<file path="src/hw/rtl/cbor_stream_decoder_assert.svh">
// Assertion helpers for the CBOR stream decoder.
// Both sample on clk and are disabled while arst_n is low.
`ifndef CBOR_STREAM_DECODER_ASSERT_SVH
`define CBOR_STREAM_DECODER_ASSERT_SVH

// same-cycle implication
`define CBSD_ASSERT_NOW(lbl, ante, cons, msg) \
	lbl: assert property (@(posedge clk) disable iff (!arst_n) (ante) |-> (cons)) \
		else $error(msg);

// next-cycle implication
`define CBSD_ASSERT_NEXT(lbl, ante, cons, msg) \
	lbl: assert property (@(posedge clk) disable iff (!arst_n) (ante) |=> (cons)) \
		else $error(msg);

`endif

</file>
<file path="src/hw/rtl/cbsd_pkg.sv">
`timescale 1ns / 1ps

package cbsd_pkg;

	typedef enum logic [3:0] {
		EV_POS        = 4'd0,
		EV_NEG        = 4'd1,
		EV_BYTES      = 4'd2,
		EV_TEXT       = 4'd3,
		EV_ARRAY      = 4'd4,
		EV_MAP        = 4'd5,
		EV_TAG        = 4'd6,
		EV_SIMPLE     = 4'd7,
		EV_FLOAT      = 4'd8,
		EV_BREAK      = 4'd9,
		EV_BYTE_PIECE = 4'd10,
		EV_TEXT_PIECE = 4'd11,
		EV_ERROR      = 4'd12
	} ev_kind_t;

	// log2 of the argument width in bytes
	localparam logic [1:0] LG_HALF   = 2'd1;
	localparam logic [1:0] LG_SINGLE = 2'd2;

	// additional-information codes
	localparam logic [4:0] AI_IMM_MAX = 5'd23;
	localparam logic [4:0] AI_ARG1    = 5'd24;
	localparam logic [4:0] AI_ARG8    = 5'd27;
	localparam logic [4:0] AI_INDEF   = 5'd31;

	localparam logic [2:0] MT_POS     = 3'd0;
	localparam logic [2:0] MT_NEG     = 3'd1;
	localparam logic [2:0] MT_BSTR    = 3'd2;
	localparam logic [2:0] MT_TSTR    = 3'd3;
	localparam logic [2:0] MT_ARRAY   = 3'd4;
	localparam logic [2:0] MT_MAP     = 3'd5;
	localparam logic [2:0] MT_SIMPLE  = 3'd7;

	localparam logic [7:0] BREAK_BYTE = 8'hFF;

endpackage

</file>
<file path="src/hw/rtl/cbor_stream_decoder.sv">
`timescale 1ns / 1ps

// channel | signals                         | direction | beat
// --------+---------------------------------+-----------+------------------------------
// in      | in_valid, in_ready, data_byte   | sink      | one CBOR byte
// out     | out_valid, out_ready, event_kind| source    | one event: event_kind, value,
//         | value, indefinite,              |           | indefinite, piece_has_byte,
//         | piece_has_byte, piece_last      |           | piece_last
//
// One byte per cycle while in_ready is high; an event is valid the cycle after its byte.
// The parse state and the event are updated in the same cycle; the longest path is the
// float widening on the last argument byte of a half or single.
// in_ready is low only while an event is held in the output register and out_ready is low.
// arst_n clears the parse phase and the output valid; no clearing pass is needed.
module cbor_stream_decoder (
	input  logic        clk,
	input  logic        arst_n,
	input  logic        in_valid,
	output logic        in_ready,
	input  logic [7:0]  data_byte,
	output logic        out_valid,
	input  logic        out_ready,
	output logic [3:0]  event_kind,
	output logic [63:0] value,
	output logic        indefinite,
	output logic        piece_has_byte,
	output logic        piece_last
);

	`include "cbor_stream_decoder_assert.svh"

	typedef enum logic [4:0] {
		PH_IDLE        = 5'd0,
		PH_ARG_POS     = 5'd1,
		PH_ARG_NEG     = 5'd2,
		PH_ARG_BLEN    = 5'd3,
		PH_ARG_TLEN    = 5'd4,
		PH_ARG_ARRAY   = 5'd5,
		PH_ARG_MAP     = 5'd6,
		PH_ARG_TAG     = 5'd7,
		PH_ARG_FLOAT   = 5'd8,
		PH_SIMPLE      = 5'd9,
		PH_BYTES       = 5'd10,
		PH_TEXT        = 5'd11,
		PH_BINDEF      = 5'd12,
		PH_TINDEF      = 5'd13,
		PH_BCHUNK_LEN  = 5'd14,
		PH_TCHUNK_LEN  = 5'd15,
		PH_BCHUNK      = 5'd16,
		PH_TCHUNK      = 5'd17,
		PH_FAILED      = 5'd18
	} phase_t;

	phase_t             ph_q, ph_d;
	logic [1:0]         lg_q, lg_d;
	logic [63:0]        br_q, br_d;
	logic [63:0]        acc_q, acc_d;

	logic               valid_q;
	cbsd_pkg::ev_kind_t kind_q, kind_d;
	logic [63:0]        val_q, val_d;
	logic               indef_q, indef_d;
	logic               has_q, has_d;
	logic               last_q, last_d;
	logic               emit;

	logic               accept;
	logic [2:0]         major;
	logic [4:0]         low;
	logic [63:0]        acc_shift;
	logic [63:0]        br_dec;
	logic [63:0]        float_bits;
	logic [3:0]         width_bytes;

	assign in_ready   = !valid_q || out_ready;
	assign accept     = in_valid && in_ready;
	assign major      = data_byte[7:5];
	assign low        = data_byte[4:0];
	assign acc_shift  = {acc_q[55:0], data_byte};
	assign br_dec     = (br_q == 64'd0) ? 64'd0 : br_q - 64'd1;
	assign width_bytes = 4'd1 << low[1:0];

	cbsd_float_widen u_widen (
		.acc  (acc_shift),
		.lg   (lg_q),
		.bits (float_bits)
	);

	always_comb begin
		ph_d    = ph_q;
		lg_d    = lg_q;
		br_d    = br_q;
		acc_d   = acc_q;
		emit    = 1'b0;
		kind_d  = cbsd_pkg::EV_POS;
		val_d   = 64'd0;
		indef_d = 1'b0;
		has_d   = 1'b0;
		last_d  = 1'b0;

		case (ph_q)
			PH_IDLE: begin
				if (major == cbsd_pkg::MT_SIMPLE) begin
					if (low <= cbsd_pkg::AI_IMM_MAX) begin
						emit   = 1'b1;
						kind_d = cbsd_pkg::EV_SIMPLE;
						val_d  = {59'd0, low};
					end else if (low == cbsd_pkg::AI_ARG1) begin
						ph_d = PH_SIMPLE;
					end else if (low <= cbsd_pkg::AI_ARG8) begin
						ph_d  = PH_ARG_FLOAT;
						lg_d  = low[1:0];
						br_d  = {60'd0, width_bytes};
						acc_d = 64'd0;
					end else if (low == cbsd_pkg::AI_INDEF) begin
						emit   = 1'b1;
						kind_d = cbsd_pkg::EV_BREAK;
					end
				end else if (low inside {[cbsd_pkg::AI_ARG1 : cbsd_pkg::AI_ARG8]}) begin
					lg_d  = low[1:0];
					br_d  = {60'd0, width_bytes};
					acc_d = 64'd0;
					case (major)
						cbsd_pkg::MT_POS:   ph_d = PH_ARG_POS;
						cbsd_pkg::MT_NEG:   ph_d = PH_ARG_NEG;
						cbsd_pkg::MT_BSTR:  ph_d = PH_ARG_BLEN;
						cbsd_pkg::MT_TSTR:  ph_d = PH_ARG_TLEN;
						cbsd_pkg::MT_ARRAY: ph_d = PH_ARG_ARRAY;
						cbsd_pkg::MT_MAP:   ph_d = PH_ARG_MAP;
						default:            ph_d = PH_ARG_TAG;
					endcase
				end else if (low <= cbsd_pkg::AI_IMM_MAX) begin
					if (low != 5'd0 && major == cbsd_pkg::MT_BSTR) begin
						br_d = {59'd0, low};
						ph_d = PH_BYTES;
					end else if (low != 5'd0 && major == cbsd_pkg::MT_TSTR) begin
						br_d = {59'd0, low};
						ph_d = PH_TEXT;
					end
					emit   = 1'b1;
					kind_d = cbsd_pkg::ev_kind_t'({1'b0, major});
					val_d  = {59'd0, low};
				end else if (low == cbsd_pkg::AI_INDEF && major >= cbsd_pkg::MT_BSTR
						&& major <= cbsd_pkg::MT_MAP) begin
					if (major == cbsd_pkg::MT_BSTR) begin
						ph_d = PH_BINDEF;
					end else if (major == cbsd_pkg::MT_TSTR) begin
						ph_d = PH_TINDEF;
					end
					emit    = 1'b1;
					kind_d  = cbsd_pkg::ev_kind_t'({1'b0, major});
					indef_d = 1'b1;
				end
			end
			PH_ARG_POS, PH_ARG_NEG, PH_ARG_BLEN, PH_ARG_TLEN, PH_ARG_ARRAY,
			PH_ARG_MAP, PH_ARG_TAG, PH_ARG_FLOAT, PH_BCHUNK_LEN, PH_TCHUNK_LEN: begin
				acc_d = acc_shift;
				br_d  = br_dec;
				if (br_dec == 64'd0) begin
					ph_d  = PH_IDLE;
					emit  = 1'b1;
					val_d = acc_shift;
					case (ph_q)
						PH_ARG_POS:   kind_d = cbsd_pkg::EV_POS;
						PH_ARG_NEG:   kind_d = cbsd_pkg::EV_NEG;
						PH_ARG_BLEN: begin
							kind_d = cbsd_pkg::EV_BYTES;
							if (acc_shift != 64'd0) begin
								br_d = acc_shift;
								ph_d = PH_BYTES;
							end
						end
						PH_ARG_TLEN: begin
							kind_d = cbsd_pkg::EV_TEXT;
							if (acc_shift != 64'd0) begin
								br_d = acc_shift;
								ph_d = PH_TEXT;
							end
						end
						PH_ARG_ARRAY: kind_d = cbsd_pkg::EV_ARRAY;
						PH_ARG_MAP:   kind_d = cbsd_pkg::EV_MAP;
						PH_ARG_TAG:   kind_d = cbsd_pkg::EV_TAG;
						PH_ARG_FLOAT: begin
							kind_d = cbsd_pkg::EV_FLOAT;
							val_d  = float_bits;
						end
						PH_BCHUNK_LEN: begin
							emit = 1'b0;
							if (acc_shift != 64'd0) begin
								br_d = acc_shift;
								ph_d = PH_BCHUNK;
							end else begin
								ph_d = PH_BINDEF;
							end
						end
						default: begin
							emit = 1'b0;
							if (acc_shift != 64'd0) begin
								br_d = acc_shift;
								ph_d = PH_TCHUNK;
							end else begin
								ph_d = PH_TINDEF;
							end
						end
					endcase
				end
			end
			PH_SIMPLE: begin
				ph_d   = PH_IDLE;
				emit   = 1'b1;
				kind_d = cbsd_pkg::EV_SIMPLE;
				val_d  = {56'd0, data_byte};
			end
			PH_BYTES, PH_TEXT, PH_BCHUNK, PH_TCHUNK: begin
				br_d = br_dec;
				if (br_dec == 64'd0) begin
					case (ph_q)
						PH_BCHUNK: ph_d = PH_BINDEF;
						PH_TCHUNK: ph_d = PH_TINDEF;
						default:   ph_d = PH_IDLE;
					endcase
				end
				emit   = 1'b1;
				kind_d = (ph_q == PH_BYTES || ph_q == PH_BCHUNK) ?
					cbsd_pkg::EV_BYTE_PIECE : cbsd_pkg::EV_TEXT_PIECE;
				val_d  = {56'd0, data_byte};
				has_d  = 1'b1;
				last_d = (br_q <= 64'd1);
			end
			PH_BINDEF, PH_TINDEF: begin
				if (major == ((ph_q == PH_BINDEF) ? cbsd_pkg::MT_BSTR : cbsd_pkg::MT_TSTR)
						&& low <= cbsd_pkg::AI_ARG8) begin
					if (low >= cbsd_pkg::AI_ARG1) begin
						lg_d  = low[1:0];
						br_d  = {60'd0, width_bytes};
						acc_d = 64'd0;
						ph_d  = (ph_q == PH_BINDEF) ? PH_BCHUNK_LEN : PH_TCHUNK_LEN;
					end else if (low != 5'd0) begin
						br_d = {59'd0, low};
						ph_d = (ph_q == PH_BINDEF) ? PH_BCHUNK : PH_TCHUNK;
					end
				end else if (data_byte == cbsd_pkg::BREAK_BYTE) begin
					ph_d   = PH_IDLE;
					emit   = 1'b1;
					kind_d = (ph_q == PH_BINDEF) ?
						cbsd_pkg::EV_BYTE_PIECE : cbsd_pkg::EV_TEXT_PIECE;
				end else begin
					ph_d   = PH_FAILED;
					emit   = 1'b1;
					kind_d = cbsd_pkg::EV_ERROR;
				end
			end
			default: begin
				ph_d   = PH_FAILED;
				emit   = 1'b1;
				kind_d = cbsd_pkg::EV_ERROR;
			end
		endcase
	end

	always_ff @(posedge clk or negedge arst_n) begin
		if (!arst_n) begin
			ph_q    <= PH_IDLE;
			lg_q    <= 2'd0;
			br_q    <= 64'd0;
			acc_q   <= 64'd0;
			valid_q <= 1'b0;
		end else begin
			if (accept) begin
				ph_q    <= ph_d;
				lg_q    <= lg_d;
				br_q    <= br_d;
				acc_q   <= acc_d;
				valid_q <= emit;
			end else if (out_ready) begin
				valid_q <= 1'b0;
			end
		end
	end

	always_ff @(posedge clk) begin
		if (accept && emit) begin
			kind_q  <= kind_d;
			val_q   <= val_d;
			indef_q <= indef_d;
			has_q   <= has_d;
			last_q  <= last_d;
		end
	end

	assign out_valid      = valid_q;
	assign event_kind     = 4'(kind_q);
	assign value          = val_q;
	assign indefinite     = indef_q;
	assign piece_has_byte = has_q;
	assign piece_last     = last_q;

	`CBSD_ASSERT_NEXT(a_failed_sticky, ph_q == PH_FAILED, ph_q == PH_FAILED,
		"error phase left without reset")
	`CBSD_ASSERT_NOW(a_arg_count, ph_q == PH_ARG_POS || ph_q == PH_ARG_FLOAT
		|| ph_q == PH_BCHUNK_LEN || ph_q == PH_TCHUNK_LEN,
		br_q != 64'd0 && br_q <= 64'd8, "argument byte count out of range")
	`CBSD_ASSERT_NOW(a_piece_flags, valid_q && kind_q != cbsd_pkg::EV_BYTE_PIECE
		&& kind_q != cbsd_pkg::EV_TEXT_PIECE, !has_q && !last_q,
		"piece flags on a non-piece event")
	`CBSD_ASSERT_NOW(a_last_has_byte, valid_q && last_q, has_q,
		"last flag on an end piece")
	`CBSD_ASSERT_NOW(a_indef_header, valid_q && indef_q, val_q == 64'd0
		&& (kind_q == cbsd_pkg::EV_BYTES || kind_q == cbsd_pkg::EV_TEXT
		|| kind_q == cbsd_pkg::EV_ARRAY || kind_q == cbsd_pkg::EV_MAP),
		"indefinite flag on a bad event")

endmodule

</file>
<file path="src/hw/rtl/cbsd_float_widen.sv">
`timescale 1ns / 1ps

// Exact half/single to double widening, NaNs aside.
module cbsd_float_widen (
	input  logic [63:0] acc,
	input  logic [1:0]  lg,
	output logic [63:0] bits
);

	logic        hs;
	logic [4:0]  he;
	logic [9:0]  hm;
	logic [3:0]  hp;
	logic        ss;
	logic [7:0]  se;
	logic [22:0] sm;
	logic [4:0]  sp;
	logic [51:0] hfrac;
	logic [51:0] sfrac;

	always_comb begin
		hs = acc[15];
		he = acc[14:10];
		hm = acc[9:0];
		ss = acc[31];
		se = acc[30:23];
		sm = acc[22:0];

		// leading one of a subnormal mantissa
		hp = '0;
		for (int i = 0; i < 10; i++) begin
			if (hm[i]) begin
				hp = 4'(i);
			end
		end
		sp = '0;
		for (int i = 0; i < 23; i++) begin
			if (sm[i]) begin
				sp = 5'(i);
			end
		end

		hfrac = {42'd0, hm} << (6'd52 - {2'd0, hp});
		sfrac = {29'd0, sm} << (6'd52 - {1'b0, sp});

		if (lg == cbsd_pkg::LG_HALF) begin
			if (he == 5'd0) begin
				if (hm == 10'd0) begin
					bits = {hs, 63'd0};
				end else begin
					bits = {hs, 11'(hp) + 11'd999, hfrac};
				end
			end else if (he == 5'h1F) begin
				bits = {hs, 11'h7FF, (hm != 10'd0), 51'd0};
			end else begin
				bits = {hs, 11'(he) + 11'd1008, hm, 42'd0};
			end
		end else if (lg == cbsd_pkg::LG_SINGLE) begin
			if (se == 8'd0) begin
				if (sm == 23'd0) begin
					bits = {ss, 63'd0};
				end else begin
					bits = {ss, 11'(sp) + 11'd874, sfrac};
				end
			end else if (se == 8'hFF) begin
				bits = {ss, 11'h7FF, sm[22] | (sm != 23'd0), sm[21:0], 29'd0};
			end else begin
				bits = {ss, 11'(se) + 11'd896, sm, 29'd0};
			end
		end else begin
			bits = acc;
		end
	end

endmodule
</file>
<file path="config.mk">
export PLATFORM = sky130hd
export DESIGN_NAME = cbor_stream_decoder
export DESIGN_NICKNAME = d
export VERILOG_FILES = /design/src/hw/rtl/cbsd_pkg.sv /design/src/hw/rtl/cbor_stream_decoder.sv /design/src/hw/rtl/cbsd_float_widen.sv
export VERILOG_INCLUDE_DIRS = /design/src /design/src/hw/rtl
export SDC_FILE = /design/constraint.sdc
export NUM_CORES = 1
export LEC_CHECK = 0
export ABC_AREA = 1
export BUFFER_PORTS_ARGS = -buffer_cell sky130_fd_sc_hd__buf_2
export CELL_PAD_IN_SITES_DETAIL_PLACEMENT = 1
export CELL_PAD_IN_SITES_GLOBAL_PLACEMENT = 1
export CORE_MARGIN = 10
export CORE_UTILIZATION = 46
export CTS_BUF_LIST = sky130_fd_sc_hd__clkbuf_8
export DETAILED_ROUTE_END_ITERATION = 8
export PLACE_DENSITY = 0.91
export SLEW_MARGIN = 20
export SYNTH_ARGS = -nofsm -noshare
export SYNTH_HDL_FRONTEND = slang
export SYNTH_SLANG_ARGS = --single-unit
</file>
<file path="constraint.sdc">
create_clock -name clk -period 5.11 [get_ports clk]
set_input_delay 0.2555 -clock clk [delete_from_list [all_inputs] [get_ports clk]]
set_output_delay 0.2555 -clock clk [all_outputs]
set_load 0.03 [all_outputs]
</file>
=== Word level (Yosys, flattened, before mapping) ===
Index checks and enable logic that the tools add are counted.

* Register bits after elaboration: 199
* Input port bits: 12
* Logic and storage cells: 248

* Add/sub/neg operators: 7
* Order comparisons: 6
* Equal/unequal tests: 47
* Shift operators: 3
* Mux-type cells: 135
* Bitwise logic cells: 2
* Reductions and logical operators: 38

{| class="wikitable"
|+ Operators by type and width
! operator !! count
|-
| 64-bit two-way mux || 21
|-
| 56-bit two-way mux || 7
|-
| 63-bit two-way mux || 6
|-
| 64-bit one-hot mux with 4 select lines || 1
|-
| 64-bit one-hot mux with 3 select lines || 1
|-
| 56-bit one-hot mux with 3 select lines || 1
|-
| 5-bit two-way mux || 27
|-
| 64-bit zero test || 2
|-
| 4-bit two-way mux || 19
|-
| 64-bit by 1-bit <= comparator with 1-bit output (second input constant) || 1
|-
| 64-bit nonzero test || 1
|-
| 64-bit by 1-bit subtractor with 64-bit output (second input constant) || 1
|-
| 10-bit by 6-bit left shift with 52-bit output || 1
|-
| 23-bit by 6-bit left shift with 52-bit output || 1
|-
| 5-bit by 4-bit equality test with 1-bit output (second input constant) || 8
|-
| 3-bit two-way mux || 12
|-
| 4-bit one-hot mux with 7 select lines || 1
|-
| 5-bit equality test (second input constant) || 5
|-
| 5-bit one-hot mux with 5 select lines || 1
|-
| 23-bit zero test || 1
|-
| 23-bit nonzero test || 1
|-
| 5-bit by 10-bit adder with 11-bit output (second input constant) || 2
|-
| 2-bit two-way mux || 11
|-
| 1-bit two-way mux || 21
|-
| 52 further kinds || 85
|}

=== Depth between registers and ports, before layout ===
Gate-level depths: netlist of the first run.

* Depth after elaboration: 31
* Gate-level depth with buffers: 35
* Mapped depth without buffers: 32

=== By module ===
A second synthesis of the first run with hierarchy kept.

* Cell total of the unflattened synthesis: 3416
* Area total of the unflattened synthesis: 19915.4 µm²

{| class="wikitable"
|+ By module, submodules not included
! module !! instances !! cells each !! area each (µm²) !! sequential area each (µm²)
|-
| cbor_stream_decoder || 1 || 2573 || 15962.8 || 5335.1
|-
| cbsd_float_widen || 1 || 843 || 3952.5 || 0.0
|}

=== Least setup slack after synthesis of the first run ===
OpenSTA, ideal clock, no wires.

* Path kind: reg2reg
* From: register br_q[0]
* To: register kind_q[0], in the netlist event_kind[0] (enable)
* Setup time: 425 ps
* Data arrival time: 4218 ps
* Data required time: 4685 ps
* Path slack: 467 ps
* Stages on the path, launching flop included: 22
* Path buffers: 1
* Period minus slack after synthesis: 4643 ps
* Cell sequence: dfrtp_1 > inv_1 > ha_1 > nand2_2 > nor2_4 > inv_2 > nor2_2 > nand4_1 > nor2_1 > nand3_1 > nor2_1 > nor3_1 > inv_2 > nand2_1 > nor2_1 > nand4_1 > nor2_1 > nand3_2 > clkbuf_2 > o2111ai_1 > nand2_1 > inv_1

* Cells in the longest elaborated chain, start to end: 6
* Elaborated cells on any way between the ends: 7
* Those cells by class: add/sub: 1; mux: 3; reduce/logical: 3

{| class="wikitable"
|+ RTL lines
! what !! RTL line !! source
|-
| start, declared || cbor_stream_decoder.sv:56 || <nowiki>logic [63:0] br_q, br_d;</nowiki>
|-
| start signal, assigned || cbor_stream_decoder.sv:272 || <nowiki>br_q <= br_d;</nowiki>
|-
| 64-bit by 1-bit subtractor with 64-bit output / 64-bit zero test (equally long branches) || cbor_stream_decoder.sv:80 || <nowiki>assign br_dec = (br_q == 64'd0) ? 64'd0 : br_q - 64'd1;</nowiki>
|-
| 64-bit two-way mux (*) || cbor_stream_decoder.sv:80 ||
|-
| 64-bit zero test (*) || cbor_stream_decoder.sv:159 || <nowiki>if (br_dec == 64'd0) begin</nowiki>
|-
| 1-bit two-way mux (*) || cbor_stream_decoder.sv:159 ||
|-
| 1-bit one-hot mux with 3 select lines (*) || cbor_stream_decoder.sv:101 || <nowiki>case (ph_q)</nowiki>
|-
| 1-bit logical AND (*) || cbor_stream_decoder.sv:282 || <nowiki>if (accept && emit) begin</nowiki>
|-
| end signal, assigned || cbor_stream_decoder.sv:283 || <nowiki>kind_q <= kind_d;</nowiki>
|-
| end, declared || cbor_stream_decoder.sv:60 || <nowiki>cbsd_pkg::ev_kind_t kind_q, kind_d;</nowiki>
|}

Mark *: on every way between the ends. The rest lies on a longest branch, timed or not.
A chain may end at the register's enable or synchronous reset.

=== Worst setup path in the final report of the first run ===
* From: register br_q[0]
* To: register br_q[33]

* Cells in the longest elaborated chain, start to end: 6
* Elaborated cells on any way between the ends: 8
* Those cells by class: add/sub: 1; mux: 5; reduce/logical: 2

{| class="wikitable"
|+ RTL lines
! what !! RTL line
|-
| 64-bit by 1-bit subtractor with 64-bit output / 64-bit zero test (equally long branches) || cbor_stream_decoder.sv:80
|-
| 64-bit two-way mux (*) || cbor_stream_decoder.sv:80
|-
| branches (longest 3 deep; another with 64-bit zero test) || --
|-
| 64-bit one-hot mux with 4 select lines (*) || cbor_stream_decoder.sv:101
|}

Every way passes the cells marked *.

==> results of run 1 <==
-- what timing repair did --
item                                   in CTS  in global routing
resized for setup                           0                  2
setup endpoints to repair                   0                 50
buffers inserted                            0                  1
hold buffers                                2                  0
endpoints found under the hold margin      92                  0
-- registers in the layout, indices dropped and copies added, names as in the netlist --
| signal | count |
|---|---|
| value | 64 |
| lg_q | 2 |
| br_q | 64 |
| indefinite | 1 |
| piece_has_byte | 1 |
| acc_q | 56 |
| piece_last | 1 |
| ph_q | 5 |
| out_valid | 1 |
| event_kind | 4 |
-- per-stage QoR --
step,setup WS [ns],cells
global route,0.007382,3577
CTS,0.1452,3576
detailed placement,0.2042,3542
finish,0.2280,3579
floorplan,0.4669,3054
global placement,0.3238,3542
-- cell usage after synthesis, types with 4 or more instances --
cell type	number	area share
nand2_1	781	0.16
nand3_1	366	0.099
o21ai_0	340	0.092
inv_1	307	0.062
nor2_1	264	0.053
a21oi_1	153	0.041
clkbuf_1	140	0.028
dfrtp_1	128	0.17
nand4_1	97	0.033
edfxtp_1	71	0.11
nor3_1	51	0.014
o21ai_1	44	0.012
buf_2	29	0.0078
nor4_1	24	0.0081
o211ai_1	20	0.0081
inv_2	18	0.0036
o22ai_1	17	0.0057
xor2_1	17	0.0080
o2111ai_1	16	0.0075
or2_2	14	0.0047
buf_1	12	0.0024
nand2_2	11	0.0037
nor2_2	11	0.0037
a31oi_1	10	0.0034
mux2i_1	10	0.0054
o31ai_1	8	0.0032
ha_1	7	0.0047
buf_6	6	0.0036
clkinv_1	6	0.0012
nor3b_1	6	0.0024
buf_4	5	0.0020
nor2_4	5	0.0030
a21o_1	4	0.0016
o221ai_1	4	0.0019
o311ai_0	4	0.0019
xnor2_1	4	0.0019
-- cells by family after synthesis --
logic type               synth area share
XOR/XNOR                          0.01078
buffers and inverters              0.1113
adder cells (fa/ha/maj)          0.004714
flip-flops                         0.2872
AO/OA/AOI/OAI                      0.1882
multiplexers                     0.005388
AND/OR/NAND/NOR                    0.3925
-- power by group --
group,switching [mW],internal [mW]
combinational,0.418,0.137
sequential,0.0613,1.71
clock,0.766,0.379
total,1.25,2.23
-- area by class of cell --
| cell class | count | share of cell area |
|---|---|---|
| clock buffers | 17 | 0.01173 |
| clock inverters | 15 | 0.008657 |
| flip-flops and latches | 199 | 0.2675 |
| diodes | 2 | 0.0002509 |
| multi-input cells | 2331 | 0.5634 |
| well taps | 525 | 0.03294 |
| repair buffers | 159 | 0.05320 |
| inverters | 331 | 0.06236 |
-- worst max-delay path, cell delays in order, from the launching register on --
cell     delay, ns
dfrtp_1       0.53
inv_1         0.17
ha_1          0.32
nand2_2       0.20
nor2_4        0.24
inv_2         0.09
nor2_4        0.20
inv_1         0.12
nor2_1        0.20
nand2_1       0.09
nand3_1       0.27
inv_2         0.07
nor3_1        0.33
nand4_1       0.17
nor4_2        0.20
buf_4         0.19
nand3_2       0.16
buf_12        0.26
inv_2         0.11
buf_12        0.24
nand2_1       0.11
nand3_1       0.08
o21ai_0       0.11
nand2_1       0.09
o21ai_0       0.12
-- layer usage --
metal  up-vias  wire length (um)  share of wire  track usage
met1     11250             35430           0.39       0.4479
met5         -                20        0.00022            0
li1      10240                 -              -            -
met2      1416             39920           0.44       0.5435
met4         2              6555          0.072       0.2327
met3       386              8836          0.097      0.07303
-- how the worst max path moves through the flow --
stage	to	slack [ns]
6_report	br_q[33]$_DFFE_PN0P_	0.23
3_3_place_gp	br_q[26]$_DFFE_PN0P_	0.32
2_1_floorplan	event_kind[0]$_DFFE_PP_	0.47
4_1_cts	br_q[31]$_DFFE_PN0P_	0.15
3_5_place_dp	br_q[31]$_DFFE_PN0P_	0.20
5_1_grt	br_q[41]$_DFFE_PN0P_	0.007
-- placed cells by master, fill, tap and decap left out, types with 5 or more instances in the layout --
cell type / count
buf_12: 5
o21ai_1: 43
nor3b_1: 6
clkinv_1: 6
edfxtp_1: 71
nand3_1: 366
o2111ai_1: 16
a21oi_1: 152
clkbuf_8: 17
or2_2: 14
o31ai_1: 8
nor2_4: 9
nand4_1: 97
ha_1: 7
buf_2: 83
o21ai_0: 340
a31oi_1: 10
nor3_1: 51
dfrtp_1: 128
nand2_2: 12
o211ai_1: 20
nor2_1: 261
inv_1: 306
nand2_1: 780
nor4_1: 24
mux2i_1: 10
inv_2: 18
nor2_2: 10
xor2_1: 17
o22ai_1: 17
buf_4: 67
==> qor.csv, run 1 <==
stage,metric,value,unit
run,maxcap violations,0,
layout,Layout area overhead,7.347,%
min_path,Worst Hold Depth,5,
timing,hold slack,0.1134,ns
timing,final hold vios,0,
min_path,worst hold path type,in2reg,
yosys,Async SR Flop Fraction,0.6432,
placement,dpl cell area,19500,sq um
global_routing,GRT Residual Overflow,0,
min_path,worst hold path startpoint,in_valid,
min_path,Hold EP,out_valid$_DFFE_PN0P_,
placement,GPL Wtd Cong,1.029,
die,Die Y,221.0,um
routing,vias per cell,6.509,
die,starting density of the core,0.4665,
routing,DR vias,23300,
setup_path,WP data arrival,5.29,ns
setup_path,CP startpoint kind,flop,
layout,share of cells above drive strength 1,0.08912,
layout,Fillers,5587,
global_routing,GRT Total Usage,0.3556,
clock_tree,clk_lat worst skew,0.58,ns
routing,DRC viols,0,
routing,Post-Route WL,90760,um
yosys,"Avg Cell Area, Syn",6.084,sq um
routing,WL per Instance,25.36,um
setup_path,Crit Path Category,reg2reg,
setup_path,Worst R2R Start,br_q[0]$_DFFE_PN0P_,
setup_path,Worst Path Max Fanout,44,
clock_tree,root buf cell,clkbuf_8,
yosys,post-synthesis sequential area ratio,0.2872,
global_routing,number of global-route vias before repair,23090,
routing,DR pass1 iterations,7,
timing,Worst Tran Pin Value,1.126,ns
timing,RSZ-0062 raised after global routing,false,
timing,final slew viol count,0,
layout,register area,5335,sq um
timing,Setup TNS,0,ns
timing,Slew Limit Headroom,0.2488,
die,IO Count,85,
placement,post-DP HPWL,67470,um
timing,final setup vio count,0,
yosys,Mapped Cells,3054,
setup_path,Critical path origin,br_q[0]$_DFFE_PN0P_,
setup_path,critical path required time,5.52,ns
routing,post-route ant nets,0,
clock_tree,CTS Buffer Depth,2,
yosys,Ys Warns,0,
setup_path,Worst Reg2Reg Path Length in Cells,24,
global_routing,global-route wire length before repair,138200,um
timing,upper clock frequency limit,204.8,MHz
yosys,Post-synth EDFFs,71,
layout,Multi-input gate area,11240,sq um
die,DIE WIDTH,221.0,um
placement,I/O Buffers,84,
setup_path,crit end category,flop,
pwr,P per Cell Area,174.3,nW/um^2
clock_tree,TritonCTS clock tree,done,
setup_path,FF-to-FF End,br_q[33]$_DFFE_PN0P_,
status,outcome,completed,
layout,Final Util,0.5008,
layout,Layout Nets,3058,
yosys,dominant synthesized flop cell,dfrtp_1,
die,row count,73,
clock_tree,clock-pin slew on the worst setup and hold paths,0.13,ns
die,Core Area,39820,sq um
global_routing,antenna violations before repair,1,
pwr,Pleak,8.763,nW
clock_tree,H-tree depth,4,
global_routing,largest net degree at the start of global routing,110,
timing,clock skew,0.03515,ns
clock_tree,TritonCTS buffer count,17,
setup_path,FF-to-FF setup slack,0.23,ns
yosys,Cell variety after synth,60,
yosys,Syn Std Cell Area,18580,sq um
pwr,Pwr Total,3.477,mW
routing,DR iter-0 viols,2776,
timing,minimum clock period,4.882,ns
pwr,peak supply drop,190.8,uV
die,Die Area,48830,sq um
timing,fin crit share,0.9554,
clock_tree,clock sinks,199,
yosys,Mapped Nets,3073,
layout,final instance area,19940,sq um
yosys,#FFs+latches synth,199,
No activity file was read; power rests on OpenSTA's default activity.
==> run 2, diff against run 1 <==
- CORE_UTILIZATION: 46 -> 45
- CTS_CLUSTER_SIZE: default -> 24
- PLACE_DENSITY: 0.91 -> 0.9
- SYNTH_HIERARCHICAL: default -> 1
==> run 2 against run 1 <==
Compared with the run above: sequential share of layout area decreased by 1.4 points; global-route usage fell by 1.5 points; wire length is 2.2% higher; fmax is 11% higher; sequential cell count stayed put; die area grew 8.7%; synthesized area increased by 7.2%; first-iteration DRC count grew 7.6%; largest cell class unchanged.
==> qor.csv, run 2 <==
stage,metric,value,unit,change
setup_path,Worst R2R Start,acc_q[14]$_DFFE_PN0P_,,was br_q[0]$_DFFE_PN0P_
global_routing,antenna violations before repair,1,,unchanged
global_routing,GRT Total Usage,0.3409,,was 0.3556
timing,final slew viol count,0,,unchanged
setup_path,CP max stage cell,o21ai_0,,was dfrtp_1
layout,# diodes,0,,was 2
layout,share of cells above drive strength 1,0.09272,,was 0.08912
yosys,Cell variety after synth,56,,was 60
yosys,"top cells by area, synth","nand2_1, dfrtp_1, edfxtp_1",,"was dfrtp_1, nand2_1, edfxtp_1"
clock_tree,clock-pin slew on the worst setup and hold paths,0.13,ns,about the same
routing,Post-Route WL,92770,um,"was 90,760 um"
routing,DR pass1 iterations,8,,was 7
setup_path,"Largest delay share family, worst path",simple AND/OR/NAND/NOR gates,,unchanged
clock_tree,H-tree depth,4,,unchanged
die,Die Y,230.4,um,was 221.0 um
yosys,Syn Std Cell Area,19920,sq um,"was 18,580 sq um"
die,DIE WIDTH,230.4,um,was 221.0 um
min_path,worst hold path type,in2reg,,unchanged
timing,RSZ-0062 raised after global routing,false,,unchanged
die,Core Area,44030,sq um,"was 39,820 sq um"
yosys,Async SR Flop Fraction,0.6432,,unchanged
placement,I/O Buffers,84,,unchanged
routing,DR vias,24650,,"was 23,300"
yosys,#FFs+latches synth,199,,unchanged
min_path,Worst Hold Depth,4,,was 5
setup_path,Worst Path Max Fanout,12,,was 44
clock_tree,clock sinks,199,,unchanged
routing,DRC viols,0,,unchanged
setup_path,critical path's largest stage delay,0.62,ns,was 0.53 ns
timing,upper clock frequency limit,226.9,MHz,was 204.8 MHz
clock_tree,CTS Buffer Depth,2,,unchanged
setup_path,CP cell instances,nor2_1 -> inv_1 -> nor2_1 -> inv_1 -> nor2_1 -> inv_1 -> nor2_1 -> nand2_1 -> nand2_1 -> nor2_1 -> inv_2 -> nor2_8 -> inv_2 -> o22ai_1 -> o21ai_0 -> nor2_2,,was inv_1 -> ha_1 -> nand2_2 -> nor2_4 -> inv_2 -> nor2_4 -> inv_1 -> nor2_1 -> nand2_1 -> nand3_1 -> inv_2 -> nor3_1 -> nand4_1 -> nor4_2 -> buf_4 -> nand3_2 -> buf_12 -> inv_2 -> buf_12 -> nand2_1 -> nand3_1 -> o21ai_0 -> nand2_1 -> o21ai_0
timing,hold slack,0.03375,ns,was 0.1134 ns
timing,Slew Limit Headroom,0.2986,,was 0.2488
clock_tree,root buf cell,clkbuf_8,,unchanged
layout,"commonest cells after routing, fill and taps aside","nand2_1, nand3_1, nor2_1, inv_1, o21ai_0",,"was nand2_1, nand3_1, o21ai_0, inv_1, nor2_1"
die,row count,77,,was 73
layout,Layout Nets,3425,,"was 3,058"
setup_path,critical path required time,5.47,ns,was 5.52 ns
timing,fin crit share,0.8624,,was 0.9554
placement,post-DP HPWL,68420,um,"was 67,470 um"
yosys,most frequent cell after synthesis,nand2_1,,unchanged
yosys,dominant synthesized flop cell,dfrtp_1,,unchanged
timing,Setup TNS,0,ns,unchanged
placement,GPL Wtd Cong,1.069,,was 1.029
placement,Post-Place Cells,3978,,"was 3,542"
timing,final setup vio count,0,,unchanged
routing,post-route ant nets,0,,unchanged
layout,Layout area overhead,5.698,%,was 7.347%
clock_tree,TritonCTS buffer count,17,,unchanged
yosys,Post-synth EDFFs,71,,unchanged
die,IO Count,85,,unchanged
min_path,worst hold path startpoint,out_ready,,was in_valid
setup_path,FF-to-FF End,value[10]$_DFFE_PP_,,was br_q[33]$_DFFE_PN0P_
yosys,"area leader, netlist",nand2_1,,was dfrtp_1
setup_path,Worst path most repeated cell,nor2_1,,
yosys,post-synthesis sequential area ratio,0.2679,,was 0.2872
setup_path,CP bufs+invs,5,,was 8
yosys,top post-synthesis cells by count,"nand2_1, nand3_1, nor2_1",,"was nand2_1, nand3_1, o21ai_0"
run,maxcap violations,0,,unchanged
setup_path,Worst Reg2Reg Path Length in Cells,16,,was 24
status,outcome,completed,,unchanged
setup_path,crit end category,flop,,unchanged
setup_path,Crit Path Category,reg2reg,,unchanged
yosys,Mapped Cells,3416,,"was 3,054"
global_routing,global-route wire length before repair,142100,um,"was 138,200 um"
layout,Post-Layout Cell Count,4011,,"was 3,579"
routing,DR iter-0 viols,2987,,"was 2,776"
setup_path,WP data arrival,4.77,ns,was 5.29 ns
yosys,"Avg Cell Area, Syn",5.830,sq um,was 6.084 sq um
die,starting density of the core,0.4523,,was 0.4665
global_routing,GRT Residual Overflow,0,,unchanged
die,Die Area,53070,sq um,"was 48,830 sq um"
layout,"most common cell after layout, fill and taps aside",nand2_1,,unchanged
timing,minimum clock period,4.407,ns,was 4.882 ns
yosys,area share of the largest cell type after synthesis,0.2761,,was 0.1724
routing,vias per cell,6.145,,was 6.509
yosys,Mapped Nets,3435,,"was 3,073"
setup_path,CP startpoint kind,flop,,unchanged
global_routing,largest net degree at the start of global routing,102,,was 110
global_routing,number of global-route vias before repair,24050,,"was 23,090"
clock_tree,clk_lat worst skew,0.62,ns,was 0.58 ns
timing,final hold vios,0,,unchanged
routing,WL per Instance,23.13,um,was 25.36 um
clock_tree,TritonCTS clock tree,done,,unchanged
setup_path,Critical path origin,acc_q[14]$_DFFE_PN0P_,,was br_q[0]$_DFFE_PN0P_
timing,clock skew,0.02867,ns,was 0.03515 ns
yosys,Ys Warns,6,,was 0
setup_path,FF-to-FF setup slack,0.70,ns,was 0.23 ns
min_path,Hold EP,out_valid$_DFFE_PN0P_,,unchanged
timing,Worst Tran Pin Value,1.052,ns,was 1.126 ns
run 2: cell families (layout without fill, tap and decap cells):
| kind of cell | count (synthesis) | in the layout | synth area share |
|---|---|---|---|
| simple gates | 2356 | 2356 | 0.5089 |
| xor+xnor | 13 | 13 | 0.005717 |
| flops | 199 | 199 | 0.2679 |
| buf+inv | 433 | 436 | 0.09864 |
| fa+ha+maj | 7 | 7 | 0.004398 |
| compound gates | 408 | 408 | 0.1145 |
run 2: cell type report:
cell class,count,area (sq um)
clock inverters,15,216.5
multi-input cells,2784,12650
flip-flops and latches,199,5335
well taps,592,740.7
fillers,6374,22980
clock buffers,17,234.0
inverters,259,977.2
repair buffers,145,899.6
run 2: worst max-delay path by stage:
| stage | to | slack [ns] | depth (start not counted) |
|---|---|---|---|
| after CTS | piece_last$_SDFFCE_PP0P_ | 0.80 | 21 |
| after global placement | piece_has_byte$_DFFE_PP_ | 0.93 | 20 |
| after detailed placement | piece_has_byte$_DFFE_PP_ | 0.82 | 21 |
| after floorplan | event_kind[0]$_DFFE_PP_ | 0.99 | 19 |
| final | value[10]$_DFFE_PP_ | 0.70 | 16 |
| after global routing | piece_last$_SDFFCE_PP0P_ | 0.44 | 19 |
run 2: routing by layer:
layer | routed length [um] | vias to the layer above | global-route usage
li1 | - | 11110 | -
met1 | 36840 | 11840 | 0.4258
met2 | 41710 | 1348 | 0.5353
met3 | 8417 | 340 | 0.07371
met4 | 5787 | 2 | 0.1996
met5 | 17 | - | 0
run 2: worst reg2reg max path: cells and delay by family, from the launching register on:
| kind | cells | cell delay [ns] |
|---|---|---|
| and+or+nand+nor | 9 | 2.13 |
| buffers and inverters | 5 | 0.72 |
| AOI/OAI and AO/OA | 2 | 0.74 |
| DFF | 1 | 0.55 |
run 2: what timing repair did:
item / CTS / global route
hold endpoints to repair: 83 / 0
hold buffers: 1 / 0
resized for setup: 0 / 0
setup buffers: 0 / 0
run 2: metrics by stage:
stage	instance area, sq um	setup WS [ns]	utilization
floorplan	19920	0.9865	-
global placement	20580	0.9266	0.4675
detailed placement	20580	0.8237	0.4675
CTS	21040	0.8015	0.4780
global route	21050	0.4386	0.4781
finish	21050	0.7029	0.4781
Power of run 2 is left out: the tool's default activity adds up to more than one toggle a clock period on the data nets, which glitch-free logic cannot reach.
